`src/cprc_pkg.sv`:
```
// ----------------------------------------------------------------------------
// cprc_pkg
// Shared types and constants for the capture packet RTPS classifier.
// ----------------------------------------------------------------------------
package cprc_pkg;

	// widths of the byte counter and the packet counters
	localparam int POSITION_BITS = 16;
	localparam int COUNT_BITS    = 32;

	// decoupling queue between parser and result stage
	localparam int QUEUE_DEPTH = 4;
	localparam int QUEUE_PTR_W = $clog2(QUEUE_DEPTH);
	localparam int QUEUE_CNT_W = $clog2(QUEUE_DEPTH + 1);

	// link type codes
	localparam logic [2:0] LINK_ETHERNET = 3'd0;
	localparam logic [2:0] LINK_NULL     = 3'd1;
	localparam logic [2:0] LINK_LOOP     = 3'd2;
	localparam logic [2:0] LINK_COOKED1  = 3'd3;
	localparam logic [2:0] LINK_COOKED2  = 3'd4;
	localparam logic [2:0] LINK_RAW      = 3'd5;

	// verdict codes
	localparam logic [2:0] VERDICT_RTPS     = 3'd0;
	localparam logic [2:0] VERDICT_LEN_MISM = 3'd1;
	localparam logic [2:0] VERDICT_NOT_IPV4 = 3'd2;
	localparam logic [2:0] VERDICT_NOT_UDP  = 3'd3;
	localparam logic [2:0] VERDICT_FRAG     = 3'd4;
	localparam logic [2:0] VERDICT_NOT_RTPS = 3'd5;

	// header constants
	localparam logic [15:0] ETHERTYPE_IPV4 = 16'h0800;
	localparam logic [7:0]  UDP_PROTO      = 8'd17;
	localparam logic [15:0] MORE_FRAGS     = 16'h2000;
	localparam logic [15:0] FRAG_OFFSET    = 16'h1fff;
	localparam int          IP_MIN_LEN     = 20;
	localparam int          UDP_HDR_LEN    = 8;

	localparam logic [7:0] RTPS_MAGIC [4] = '{8'h52, 8'h54, 8'h50, 8'h53};

	// per-packet summary handed from parser to result stage
	typedef struct packed {
		logic        mismatch;
		logic        link_ok;
		logic        too_short;
		logic        ver_ok;
		logic [7:0]  proto;
		logic [15:0] frag;
		logic [31:0] src;
		logic [31:0] dst;
		logic [15:0] offset;
		logic [15:0] udp_len;
		logic        magic_done;
	} cprc_rec_t;

	// link header length for a link type
	function automatic logic [4:0] link_len(input logic [2:0] lt);
		logic [4:0] l;
		case (lt)
			LINK_ETHERNET: l = 5'd14;
			LINK_NULL:     l = 5'd4;
			LINK_LOOP:     l = 5'd4;
			LINK_COOKED1:  l = 5'd16;
			LINK_COOKED2:  l = 5'd20;
			default:       l = 5'd0;
		endcase
		return l;
	endfunction

endpackage

```
`src/cprc_front.sv`:
```
// ----------------------------------------------------------------------------
// cprc_front
// Byte parser: walks link, IPv4 and UDP headers and pushes a packet summary.
// ----------------------------------------------------------------------------
module cprc_front (
	input  logic                 clk,
	input  logic                 arst_n,
	input  logic                 cfg_valid,
	output logic                 cfg_ready,
	input  logic [2:0]           cfg_data,
	input  logic                 byte_valid,
	output logic                 byte_ready,
	input  logic [7:0]           pkt_byte,
	input  logic                 last_byte,
	input  logic                 len_mismatch,
	output logic                 rec_valid,
	input  logic                 rec_ready,
	output cprc_pkg::cprc_rec_t  rec
);

	localparam int PW = cprc_pkg::POSITION_BITS;
	localparam logic [PW-1:0] POS_MAX = {PW{1'b1}};

	logic [2:0]    link_type_q;
	logic [PW-1:0] pos_q;
	logic          link_ok_q;
	logic [31:0]   link_word_q;
	logic [3:0]    ihl_q;
	logic          ver_ok_q;
	logic [7:0]    proto_q;
	logic [15:0]   frag_q;
	logic [31:0]   src_q;
	logic [31:0]   dst_q;
	logic [15:0]   udp_len_q;
	logic [2:0]    magic_q;

	logic          link_ok_n;
	logic [31:0]   link_word_n;
	logic [3:0]    ihl_n;
	logic          ver_ok_n;
	logic [7:0]    proto_n;
	logic [15:0]   frag_n;
	logic [31:0]   src_n;
	logic [31:0]   dst_n;
	logic [15:0]   udp_len_n;
	logic [2:0]    magic_n;
	logic [PW-1:0] lpos;
	logic [PW-1:0] upos;
	logic [PW:0]   pos_inc;
	logic          accept;

	assign cfg_ready  = 1'b1;
	assign byte_ready = rec_ready;
	assign accept     = byte_valid && byte_ready;
	assign rec_valid  = accept && last_byte;

	assign lpos    = PW'(cprc_pkg::link_len(link_type_q));
	assign pos_inc = {1'b0, pos_q} + {{PW{1'b0}}, 1'b1};

	// per-byte header field capture
	always_comb begin
		link_word_n = {link_word_q[23:0], pkt_byte};
		link_ok_n   = link_ok_q;
		case (link_type_q)
			cprc_pkg::LINK_ETHERNET: begin
				if (pos_q == PW'(13) && link_word_n[15:0] == cprc_pkg::ETHERTYPE_IPV4)
					link_ok_n = 1'b1;
			end
			cprc_pkg::LINK_NULL: begin
				if (pos_q == PW'(3) && (link_word_n == 32'h0000_0002 ||
				    link_word_n == 32'h0200_0000))
					link_ok_n = 1'b1;
			end
			cprc_pkg::LINK_LOOP: begin
				if (pos_q == PW'(3) && link_word_n == 32'h0000_0002)
					link_ok_n = 1'b1;
			end
			cprc_pkg::LINK_COOKED1: begin
				if (pos_q == PW'(15) && link_word_n[15:0] == cprc_pkg::ETHERTYPE_IPV4)
					link_ok_n = 1'b1;
			end
			cprc_pkg::LINK_COOKED2: begin
				if (pos_q == PW'(1) && link_word_n[15:0] == cprc_pkg::ETHERTYPE_IPV4)
					link_ok_n = 1'b1;
			end
			cprc_pkg::LINK_RAW: link_ok_n = 1'b1;
			default: link_ok_n = link_ok_q;
		endcase

		ihl_n    = ihl_q;
		ver_ok_n = ver_ok_q;
		if (pos_q == lpos) begin
			ver_ok_n = pkt_byte[7:4] == 4'd4;
			ihl_n    = pkt_byte[3:0];
		end
		frag_n = frag_q;
		if (pos_q == lpos + PW'(6)) frag_n[15:8] = pkt_byte;
		if (pos_q == lpos + PW'(7)) frag_n[7:0] = pkt_byte;
		proto_n = proto_q;
		if (pos_q == lpos + PW'(9)) proto_n = pkt_byte;
		src_n = src_q;
		if (pos_q >= lpos + PW'(12) && pos_q < lpos + PW'(16))
			src_n = {src_q[23:0], pkt_byte};
		dst_n = dst_q;
		if (pos_q >= lpos + PW'(16) && pos_q < lpos + PW'(20))
			dst_n = {dst_q[23:0], pkt_byte};

		// udp length and magic, relative to the udp header start
		upos      = lpos + PW'({ihl_n, 2'b00});
		udp_len_n = udp_len_q;
		magic_n   = magic_q;
		if (pos_q > lpos) begin
			if (pos_q == upos + PW'(4)) udp_len_n[15:8] = pkt_byte;
			if (pos_q == upos + PW'(5)) udp_len_n[7:0] = pkt_byte;
			for (int k = 0; k < 4; k++) begin
				if (pos_q == upos + PW'(8 + k) && magic_q == 3'(k) &&
				    pkt_byte == cprc_pkg::RTPS_MAGIC[k])
					magic_n = 3'(k + 1);
			end
		end
	end

	// summary of the packet on its last beat
	always_comb begin
		rec.mismatch   = len_mismatch;
		rec.link_ok    = link_ok_n;
		rec.too_short  = pos_inc < ((PW+1)'(lpos) + (PW+1)'(cprc_pkg::IP_MIN_LEN));
		rec.ver_ok     = ver_ok_n;
		rec.proto      = proto_n;
		rec.frag       = frag_n;
		rec.src        = src_n;
		rec.dst        = dst_n;
		rec.offset     = 16'(cprc_pkg::link_len(link_type_q)) + 16'({ihl_n, 2'b00}) +
		                 16'(cprc_pkg::UDP_HDR_LEN);
		rec.udp_len    = udp_len_n;
		rec.magic_done = magic_n == 3'd4;
	end

	// configuration register
	always_ff @(posedge clk or negedge arst_n) begin
		if (!arst_n) begin
			link_type_q <= cprc_pkg::LINK_ETHERNET;
		end else if (cfg_valid && cfg_ready) begin
			link_type_q <= cfg_data;
		end
	end

	// per-packet state, cleared after the last beat
	always_ff @(posedge clk or negedge arst_n) begin
		if (!arst_n) begin
			pos_q       <= '0;
			link_ok_q   <= 1'b0;
			link_word_q <= '0;
			ihl_q       <= '0;
			ver_ok_q    <= 1'b0;
			proto_q     <= '0;
			frag_q      <= '0;
			src_q       <= '0;
			dst_q       <= '0;
			udp_len_q   <= '0;
			magic_q     <= '0;
		end else if (accept) begin
			if (last_byte) begin
				pos_q       <= '0;
				link_ok_q   <= 1'b0;
				link_word_q <= '0;
				ihl_q       <= '0;
				ver_ok_q    <= 1'b0;
				proto_q     <= '0;
				frag_q      <= '0;
				src_q       <= '0;
				dst_q       <= '0;
				udp_len_q   <= '0;
				magic_q     <= '0;
			end else begin
				if (pos_q != POS_MAX) pos_q <= pos_inc[PW-1:0];
				link_ok_q   <= link_ok_n;
				link_word_q <= link_word_n;
				ihl_q       <= ihl_n;
				ver_ok_q    <= ver_ok_n;
				proto_q     <= proto_n;
				frag_q      <= frag_n;
				src_q       <= src_n;
				dst_q       <= dst_n;
				udp_len_q   <= udp_len_n;
				magic_q     <= magic_n;
			end
		end
	end

endmodule

```
`src/cprc_queue.sv`:
```
// ----------------------------------------------------------------------------
// cprc_queue
// Small register queue of packet summaries between parser and result stage.
// ----------------------------------------------------------------------------
module cprc_queue (
	input  logic                 clk,
	input  logic                 arst_n,
	input  logic                 wr_valid,
	output logic                 wr_ready,
	input  cprc_pkg::cprc_rec_t  wr_rec,
	output logic                 rd_valid,
	input  logic                 rd_ready,
	output cprc_pkg::cprc_rec_t  rd_rec
);

	localparam int DEPTH = cprc_pkg::QUEUE_DEPTH;
	localparam int PTRW  = cprc_pkg::QUEUE_PTR_W;
	localparam int CNTW  = cprc_pkg::QUEUE_CNT_W;

	cprc_pkg::cprc_rec_t slot_q [DEPTH];
	logic [PTRW-1:0]     wr_ptr_q;
	logic [PTRW-1:0]     rd_ptr_q;
	logic [CNTW-1:0]     count_q;
	logic                push;
	logic                pop;

	assign wr_ready = count_q != CNTW'(DEPTH);
	assign rd_valid = count_q != '0;
	assign push     = wr_valid && wr_ready;
	assign pop      = rd_valid && rd_ready;
	assign rd_rec   = slot_q[rd_ptr_q];

	// storage
	always_ff @(posedge clk) begin
		if (push) slot_q[wr_ptr_q] <= wr_rec;
	end

	// pointers and fill level
	always_ff @(posedge clk or negedge arst_n) begin
		if (!arst_n) begin
			wr_ptr_q <= '0;
			rd_ptr_q <= '0;
			count_q  <= '0;
		end else begin
			if (push) wr_ptr_q <= (wr_ptr_q == PTRW'(DEPTH - 1)) ? '0 : wr_ptr_q + 1'b1;
			if (pop)  rd_ptr_q <= (rd_ptr_q == PTRW'(DEPTH - 1)) ? '0 : rd_ptr_q + 1'b1;
			if (push && !pop)      count_q <= count_q + 1'b1;
			else if (pop && !push) count_q <= count_q - 1'b1;
		end
	end

endmodule

```
`src/cprc_back.sv`:
```
// ----------------------------------------------------------------------------
// cprc_back
// Result stage: forms the verdict, keeps packet counters, holds the output.
// ----------------------------------------------------------------------------
module cprc_back (
	input  logic                 clk,
	input  logic                 arst_n,
	input  logic                 rec_valid,
	output logic                 rec_ready,
	input  cprc_pkg::cprc_rec_t  rec,
	output logic                 res_valid,
	input  logic                 res_ready,
	output logic [2:0]           verdict,
	output logic [31:0]          packet_number,
	output logic [31:0]          rtps_total,
	output logic [31:0]          source_address,
	output logic [31:0]          dest_address,
	output logic [15:0]          payload_offset,
	output logic [15:0]          payload_length
);

	localparam int CW = cprc_pkg::COUNT_BITS;

	logic          res_valid_q;
	logic [CW-1:0] pkt_cnt_q;
	logic [CW-1:0] rtps_cnt_q;
	logic [2:0]    verdict_q;
	logic [31:0]   pkt_num_q;
	logic [31:0]   rtps_tot_q;
	logic [31:0]   src_q;
	logic [31:0]   dst_q;
	logic [15:0]   offset_q;
	logic [15:0]   length_q;
	logic [2:0]    verdict_c;
	logic [CW-1:0] pkt_cnt_n;
	logic [CW-1:0] rtps_cnt_n;
	logic          pop;

	assign rec_ready = !res_valid_q || res_ready;
	assign pop       = rec_valid && rec_ready;

	// verdict priority
	always_comb begin
		if (rec.mismatch)
			verdict_c = cprc_pkg::VERDICT_LEN_MISM;
		else if (!rec.link_ok || rec.too_short || !rec.ver_ok)
			verdict_c = cprc_pkg::VERDICT_NOT_IPV4;
		else if (rec.proto != cprc_pkg::UDP_PROTO)
			verdict_c = cprc_pkg::VERDICT_NOT_UDP;
		else if ((rec.frag & (cprc_pkg::MORE_FRAGS | cprc_pkg::FRAG_OFFSET)) != '0)
			verdict_c = cprc_pkg::VERDICT_FRAG;
		else if (!rec.magic_done)
			verdict_c = cprc_pkg::VERDICT_NOT_RTPS;
		else
			verdict_c = cprc_pkg::VERDICT_RTPS;
		pkt_cnt_n  = pkt_cnt_q + 1'b1;
		rtps_cnt_n = (verdict_c == cprc_pkg::VERDICT_RTPS) ? rtps_cnt_q + 1'b1 : rtps_cnt_q;
	end

	// counters and output valid
	always_ff @(posedge clk or negedge arst_n) begin
		if (!arst_n) begin
			res_valid_q <= 1'b0;
			pkt_cnt_q   <= '0;
			rtps_cnt_q  <= '0;
		end else begin
			if (pop) begin
				res_valid_q <= 1'b1;
				pkt_cnt_q   <= pkt_cnt_n;
				rtps_cnt_q  <= rtps_cnt_n;
			end else if (res_ready) begin
				res_valid_q <= 1'b0;
			end
		end
	end

	// output payload register
	always_ff @(posedge clk) begin
		if (pop) begin
			verdict_q  <= verdict_c;
			pkt_num_q  <= 32'(pkt_cnt_n);
			rtps_tot_q <= 32'(rtps_cnt_n);
			if (verdict_c == cprc_pkg::VERDICT_RTPS) begin
				src_q    <= rec.src;
				dst_q    <= rec.dst;
				offset_q <= rec.offset;
				length_q <= (rec.udp_len >= 16'(cprc_pkg::UDP_HDR_LEN)) ?
				            rec.udp_len - 16'(cprc_pkg::UDP_HDR_LEN) : 16'd0;
			end else begin
				src_q    <= '0;
				dst_q    <= '0;
				offset_q <= '0;
				length_q <= '0;
			end
		end
	end

	assign res_valid      = res_valid_q;
	assign verdict        = verdict_q;
	assign packet_number  = pkt_num_q;
	assign rtps_total     = rtps_tot_q;
	assign source_address = src_q;
	assign dest_address   = dst_q;
	assign payload_offset = offset_q;
	assign payload_length = length_q;

endmodule

```
`src/capture_packet_rtps_classifier.sv`:
```
// ----------------------------------------------------------------------------
// capture_packet_rtps_classifier
// Byte-serial IPv4/UDP/RTPS classifier for captured packets.
// ----------------------------------------------------------------------------
// Usage:
//   Packet bytes enter on the s_ channel, one byte per beat, with s_tlast on
//   the final byte and s_tuser carrying the length-mismatch flag on that beat.
//   One result beat per packet leaves on the m_ channel: verdict in m_tuser,
//   counters, addresses, payload offset and length in m_tdata.
//   link_type is written on the cfg channel while no packet is in flight;
//   a write takes effect from the next byte.
// Timing:
//   One byte is taken every cycle while the summary queue has room. The
//   result beat of a packet passes through the summary queue, then the
//   output register, after its last byte is taken. The byte parser updates
//   all header state as each byte is taken.
// Reset and stalls:
//   Reset clears link_type to ethernet, all header state and both counters.
//   When m_tready is low the result holds; the four-entry summary queue keeps
//   bytes flowing until it fills, then s_tready drops.
// ----------------------------------------------------------------------------
module capture_packet_rtps_classifier (
	input  logic         clk,
	input  logic         arst_n,
	input  logic         cfg_valid,
	output logic         cfg_ready,
	input  logic [2:0]   cfg_data,   // link_type
	input  logic         s_tvalid,
	output logic         s_tready,
	input  logic [7:0]   s_tdata,    // pkt_byte
	input  logic         s_tuser,    // len_mismatch
	input  logic         s_tlast,
	output logic         m_tvalid,
	input  logic         m_tready,
	output logic [159:0] m_tdata,    // packet_number, rtps_total, source_address,
	                                 // dest_address, payload_offset, payload_length
	output logic [2:0]   m_tuser     // verdict
);

	cprc_pkg::cprc_rec_t front_rec;
	cprc_pkg::cprc_rec_t back_rec;
	logic                front_valid;
	logic                front_ready;
	logic                back_valid;
	logic                back_ready;
	logic [31:0]         packet_number;
	logic [31:0]         rtps_total;
	logic [31:0]         source_address;
	logic [31:0]         dest_address;
	logic [15:0]         payload_offset;
	logic [15:0]         payload_length;

	// byte parser
	cprc_front u_front (
		.clk          (clk),
		.arst_n       (arst_n),
		.cfg_valid    (cfg_valid),
		.cfg_ready    (cfg_ready),
		.cfg_data     (cfg_data),
		.byte_valid   (s_tvalid),
		.byte_ready   (s_tready),
		.pkt_byte     (s_tdata),
		.last_byte    (s_tlast),
		.len_mismatch (s_tuser),
		.rec_valid    (front_valid),
		.rec_ready    (front_ready),
		.rec          (front_rec)
	);

	// summary queue
	cprc_queue u_queue (
		.clk      (clk),
		.arst_n   (arst_n),
		.wr_valid (front_valid),
		.wr_ready (front_ready),
		.wr_rec   (front_rec),
		.rd_valid (back_valid),
		.rd_ready (back_ready),
		.rd_rec   (back_rec)
	);

	// result stage
	cprc_back u_back (
		.clk            (clk),
		.arst_n         (arst_n),
		.rec_valid      (back_valid),
		.rec_ready      (back_ready),
		.rec            (back_rec),
		.res_valid      (m_tvalid),
		.res_ready      (m_tready),
		.verdict        (m_tuser),
		.packet_number  (packet_number),
		.rtps_total     (rtps_total),
		.source_address (source_address),
		.dest_address   (dest_address),
		.payload_offset (payload_offset),
		.payload_length (payload_length)
	);

	// output beat packing
	assign m_tdata = {payload_length, payload_offset, dest_address, source_address,
	                  rtps_total, packet_number};

endmodule

```
`config.mk`:
```
export PLATFORM = sky130hd
export DESIGN_NAME = capture_packet_rtps_classifier
export DESIGN_NICKNAME = d
export VERILOG_FILES = /design/src/cprc_pkg.sv /design/src/cprc_front.sv /design/src/cprc_queue.sv /design/src/cprc_back.sv /design/src/capture_packet_rtps_classifier.sv
export SDC_FILE = /design/constraint.sdc
export NUM_CORES = 1
export LEC_CHECK = 0
export BUFFER_PORTS_ARGS = -buffer_cell sky130_fd_sc_hd__buf_4
export CAP_MARGIN = 0
export CORE_ASPECT_RATIO = 1.2
export CORE_MARGIN = 2
export CORE_UTILIZATION = 40
export DETAILED_ROUTE_END_ITERATION = 16
export SYNTH_ARGS = -nofsm -noshare
export SYNTH_HDL_FRONTEND = slang
export SYNTH_SLANG_ARGS = --single-unit
```
`constraint.sdc`:
```
create_clock -name clk -period 5.89 [get_ports clk]
set_input_delay 0.8835 -clock clk [delete_from_list [all_inputs] [get_ports clk]]
set_output_delay 0.8835 -clock clk [all_outputs]
set_load 0.01 [all_outputs]
```
==> run metrics <==
1st-pass router iterations=5; vias=~21000; most frequent cell after synthesis=edfxtp_1; placed cells=approximately 3700; pwr/cell area=about 430 mW/mm²; Core Region=between 0.08 and 0.09 mm²; Final Hold Vio Count=0; starting density of the core=0.404; area grow syn2layout=15.8%; min Tclk post-route=between 5 and 6 ns; register area share after synthesis=0.674; Post-Syn Area=0.0356 mm²; Ports=184; slowest CP cell=or3_4; Relative slew margins=0.123; Vias/cell=roughly 5.5; CTS Hold Bufs=0; met1 usage=0.218; gr usage total=0.176; Pwr Total=17.6 mW; initial antenna violation count=1; EDFF count, synth=610; CTS Buffer Depth=3; die footprint=between 0.09 and 0.1 mm²; final worst path period share=0.953; delay-heaviest family, CP=simple AND/OR/NAND/NOR gates; antenna-violating nets left=0; multi-input logic area=0.0110 mm²; layout cells sized above 1=0.205; Startpoint Class=flop; CTS Buf Count=87; Final Net Count=2674; crit path capture type=flop; Max Cap Viol=0; global-route wire length before repair=around 120 mm; Wirelength per Cell=21.1 µm; Worst-Margin Slew=roughly 1.3 ns; outcome=finished clean; Die Wd=276 µm; met2 usage=0.317; Post-synth top cells=edfxtp_1 (610), dfrtp_1 (226), nand2_1 (207), nor2_1 (115), clkbuf_1 (102); Post-DP HPWL=between 50 and 60 mm; cell chain of the critical path=or3_4, inv_1, ha_1, and4b_2, nand4_1, nand2_1, nand2_1, ha_1, inv_1, fa_2, xor2_2, inv_1, ha_4, nand2_1, a2111oi_0, mux2i_1, xnor2_1, a211o_2, nor3_4, buf_12, mux2_2; Synth cell types=between 70 and 80; clk_lat worst skew=~0.66 ns; via count of the first global-routing pass=between 20000 and 25000; critical setup path kind=reg -> reg; Filler cells=around 7600; largest net degree at the start of global routing=roughly 130; dominant cell type by area after synthesis=edfxtp_1; critical path arrival=5.98 ns; Clk pin slew, worst setup/hold paths=around 0.060 ns; top cell type's share of synthesized area=0.515; HP Class=in -> async; final setup fails=0; Hold Slack=between 0.2 and 0.3 ns; Root Driver=clkbuf_16; Worst Path Required=approximately 6.3 ns; Placer Congestion=0.842; Max Fclk=around 180 MHz; Reg area=between 0.02 and 0.025 mm²; GR Util met3=0.0235; WL final=80.9 mm; ys flop type=edfxtp_1; Mapped Cells=roughly 2400; clk_skew=~0.032 ns; slowest cell delay on critical path=roughly 0.47 ns; Worst Path Max Fanout=24; Yosys Warn Count=0; Buffers on Ports=approximately 170; global route overflow=0; post-route insts no fill=between 3000 and 4000; clk sinks=about 840; largest cells by area after synthesis=edfxtp_1 (51%), dfrtp_1 (16%), mux4_2 (5.8%); final slew viol count=0; Worst Path Buf+Inv=4; Layout Utilization=0.468; Site Rows=about 120; Yosys reg bits=836; Die Y-Extent=about 330 µm; GR peak layer=met2; drc violations=0; FFs w/ async S/R, synth=0.270; htree depth=3; Leakage=about 15 nW; VDD IR max=237 µV; drt first-iter violations=~1600; Mean Syn Cell Area=between 10 and 15 µm²; CTS tree=built
repair_timing:
item | in CTS | in global routing
resized for setup | 4 | 12
cloned | 0 | 0
pin swaps | 0 | 0
hold endpoints to repair | 0 | 0
endpoints found under the setup margin | 64 | 87
buffers inserted | 0 | 1
cells by family (layout without fill, tap and decap cells):
kind of cell / Yosys count / in the layout / share of synthesized area
flip-flops: 836 / 836 / 0.674
AND/OR/NAND/NOR: 722 / 722 / 0.104
AO/OA/AOI/OAI: 302 / 302 / 0.0602
buffers and inverters: 203 / 442 / 0.0234
multiplexers: 172 / 172 / 0.0830
XOR/XNOR: 164 / 164 / 0.0404
adder cells (fa/ha/maj): 41 / 41 / 0.0148
other: 2 / 11 / 0.000211
metrics by stage:
stage	TNS (ns)	cell area, µm²	setup WS [ns]
2_1_floorplan	0	35600	0.00722
5_1_grt	-0.367	41200	-0.0222
3_3_place_gp	0	38200	0.148
6_report	0	41200	0.275
4_1_cts	0	41200	0.0643
3_5_place_dp	0	38200	0.00240
per-layer routing:
metal / part of all wire / wire [µm]
met1: 0.41 / 33100
met2: 0.52 / 42100
met3: 0.048 / 3890
met4: 0.023 / 1830
met5: 0 / 0
flip-flops by register name, indices dropped and copies added (netlist names), 2 cells and up:
| name | cells |
|---|---|
| u_back.dest_address | 32 |
| u_back.packet_number | 32 |
| u_back.payload_length | 16 |
| u_back.payload_offset | 7 |
| u_back.pkt_cnt_q | 32 |
| u_back.rtps_cnt_q | 32 |
| u_back.rtps_total | 32 |
| u_back.source_address | 32 |
| u_back.verdict | 3 |
| u_front.dst_q | 32 |
| u_front.frag_q | 14 |
| u_front.ihl_q | 4 |
| u_front.link_type_q | 3 |
| u_front.link_word_q | 24 |
| u_front.magic_q | 3 |
| u_front.pos_q | 16 |
| u_front.proto_q | 8 |
| u_front.src_q | 32 |
| u_front.udp_len_q | 16 |
| u_queue.count_q | 3 |
| u_queue.rd_ptr_q | 2 |
| u_queue.slot_q | 456 |
| u_queue.wr_ptr_q | 2 |
path summary, 6_finish.rpt:
kind | startpoint | to | slack (ns) | cells past startpoint
max in group asynchronous | arst_n | u_queue.rd_ptr_q[1]$_DFFE_PN0P_ | 4.36 | 2
worst max register to register | u_front.link_type_q[2]$_DFFE_PN0P_ | u_queue.slot_q[0][4]$_DFFE_PP_ | 0.28 | 21
min in group clk | s_tuser | u_queue.slot_q[1][124]$_DFFE_PP_ | 0.43 | 1
worst min register to register | u_front.link_word_q[17]$_DFFE_PN0P_ | u_front.link_word_q[17]$_DFFE_PN0P_ | 0.48 | 1
worst max-delay path | u_front.link_type_q[2]$_DFFE_PN0P_ | u_queue.slot_q[0][4]$_DFFE_PP_ | 0.28 | 21
worst min-delay path | arst_n | u_front.dst_q[2]$_DFFE_PN0P_ | 0.29 | 1
power by group:
| part | switching (mW) | leakage [nW] | internal [mW] |
|---|---|---|---|
| Sequential | 0.549 | 8.79 | 7.54 |
| Combinational | 2.29 | 5.20 | 1.73 |
| Clock | 2.28 | 1.42 | 3.24 |
| Total | 5.11 | 15.4 | 12.5 |
placed cells by master, fill, tap and decap left out, types with 48 or more instances in the layout:
master     netlist  layout
buf_4           13     210
xor2_1          75      74
edfxtp_1       610     610
nor3_1          48      48
mux4_2          91      91
nor2b_1         79      79
xnor2_1         89      89
nor2_1         115     113
nand2_1        207     206
o21ai_0         97      97
and3_1          52      48
nand3_1         73      73
mux2_2          70      70
dfrtp_1        226     223
inv_1           61      60
clkbuf_16        0      88
final cells by class:
type / instances / area share
antenna: 1 / 0.0000607
clock buffer: 111 / 0.0570
clock inverter: 52 / 0.0133
inverter: 62 / 0.00577
multi-input combinational: 1411 / 0.266
sequential: 836 / 0.582
tap: 1149 / 0.0349
timing repair buffer: 217 / 0.0415
No activity file was read; power rests on OpenSTA's default activity.
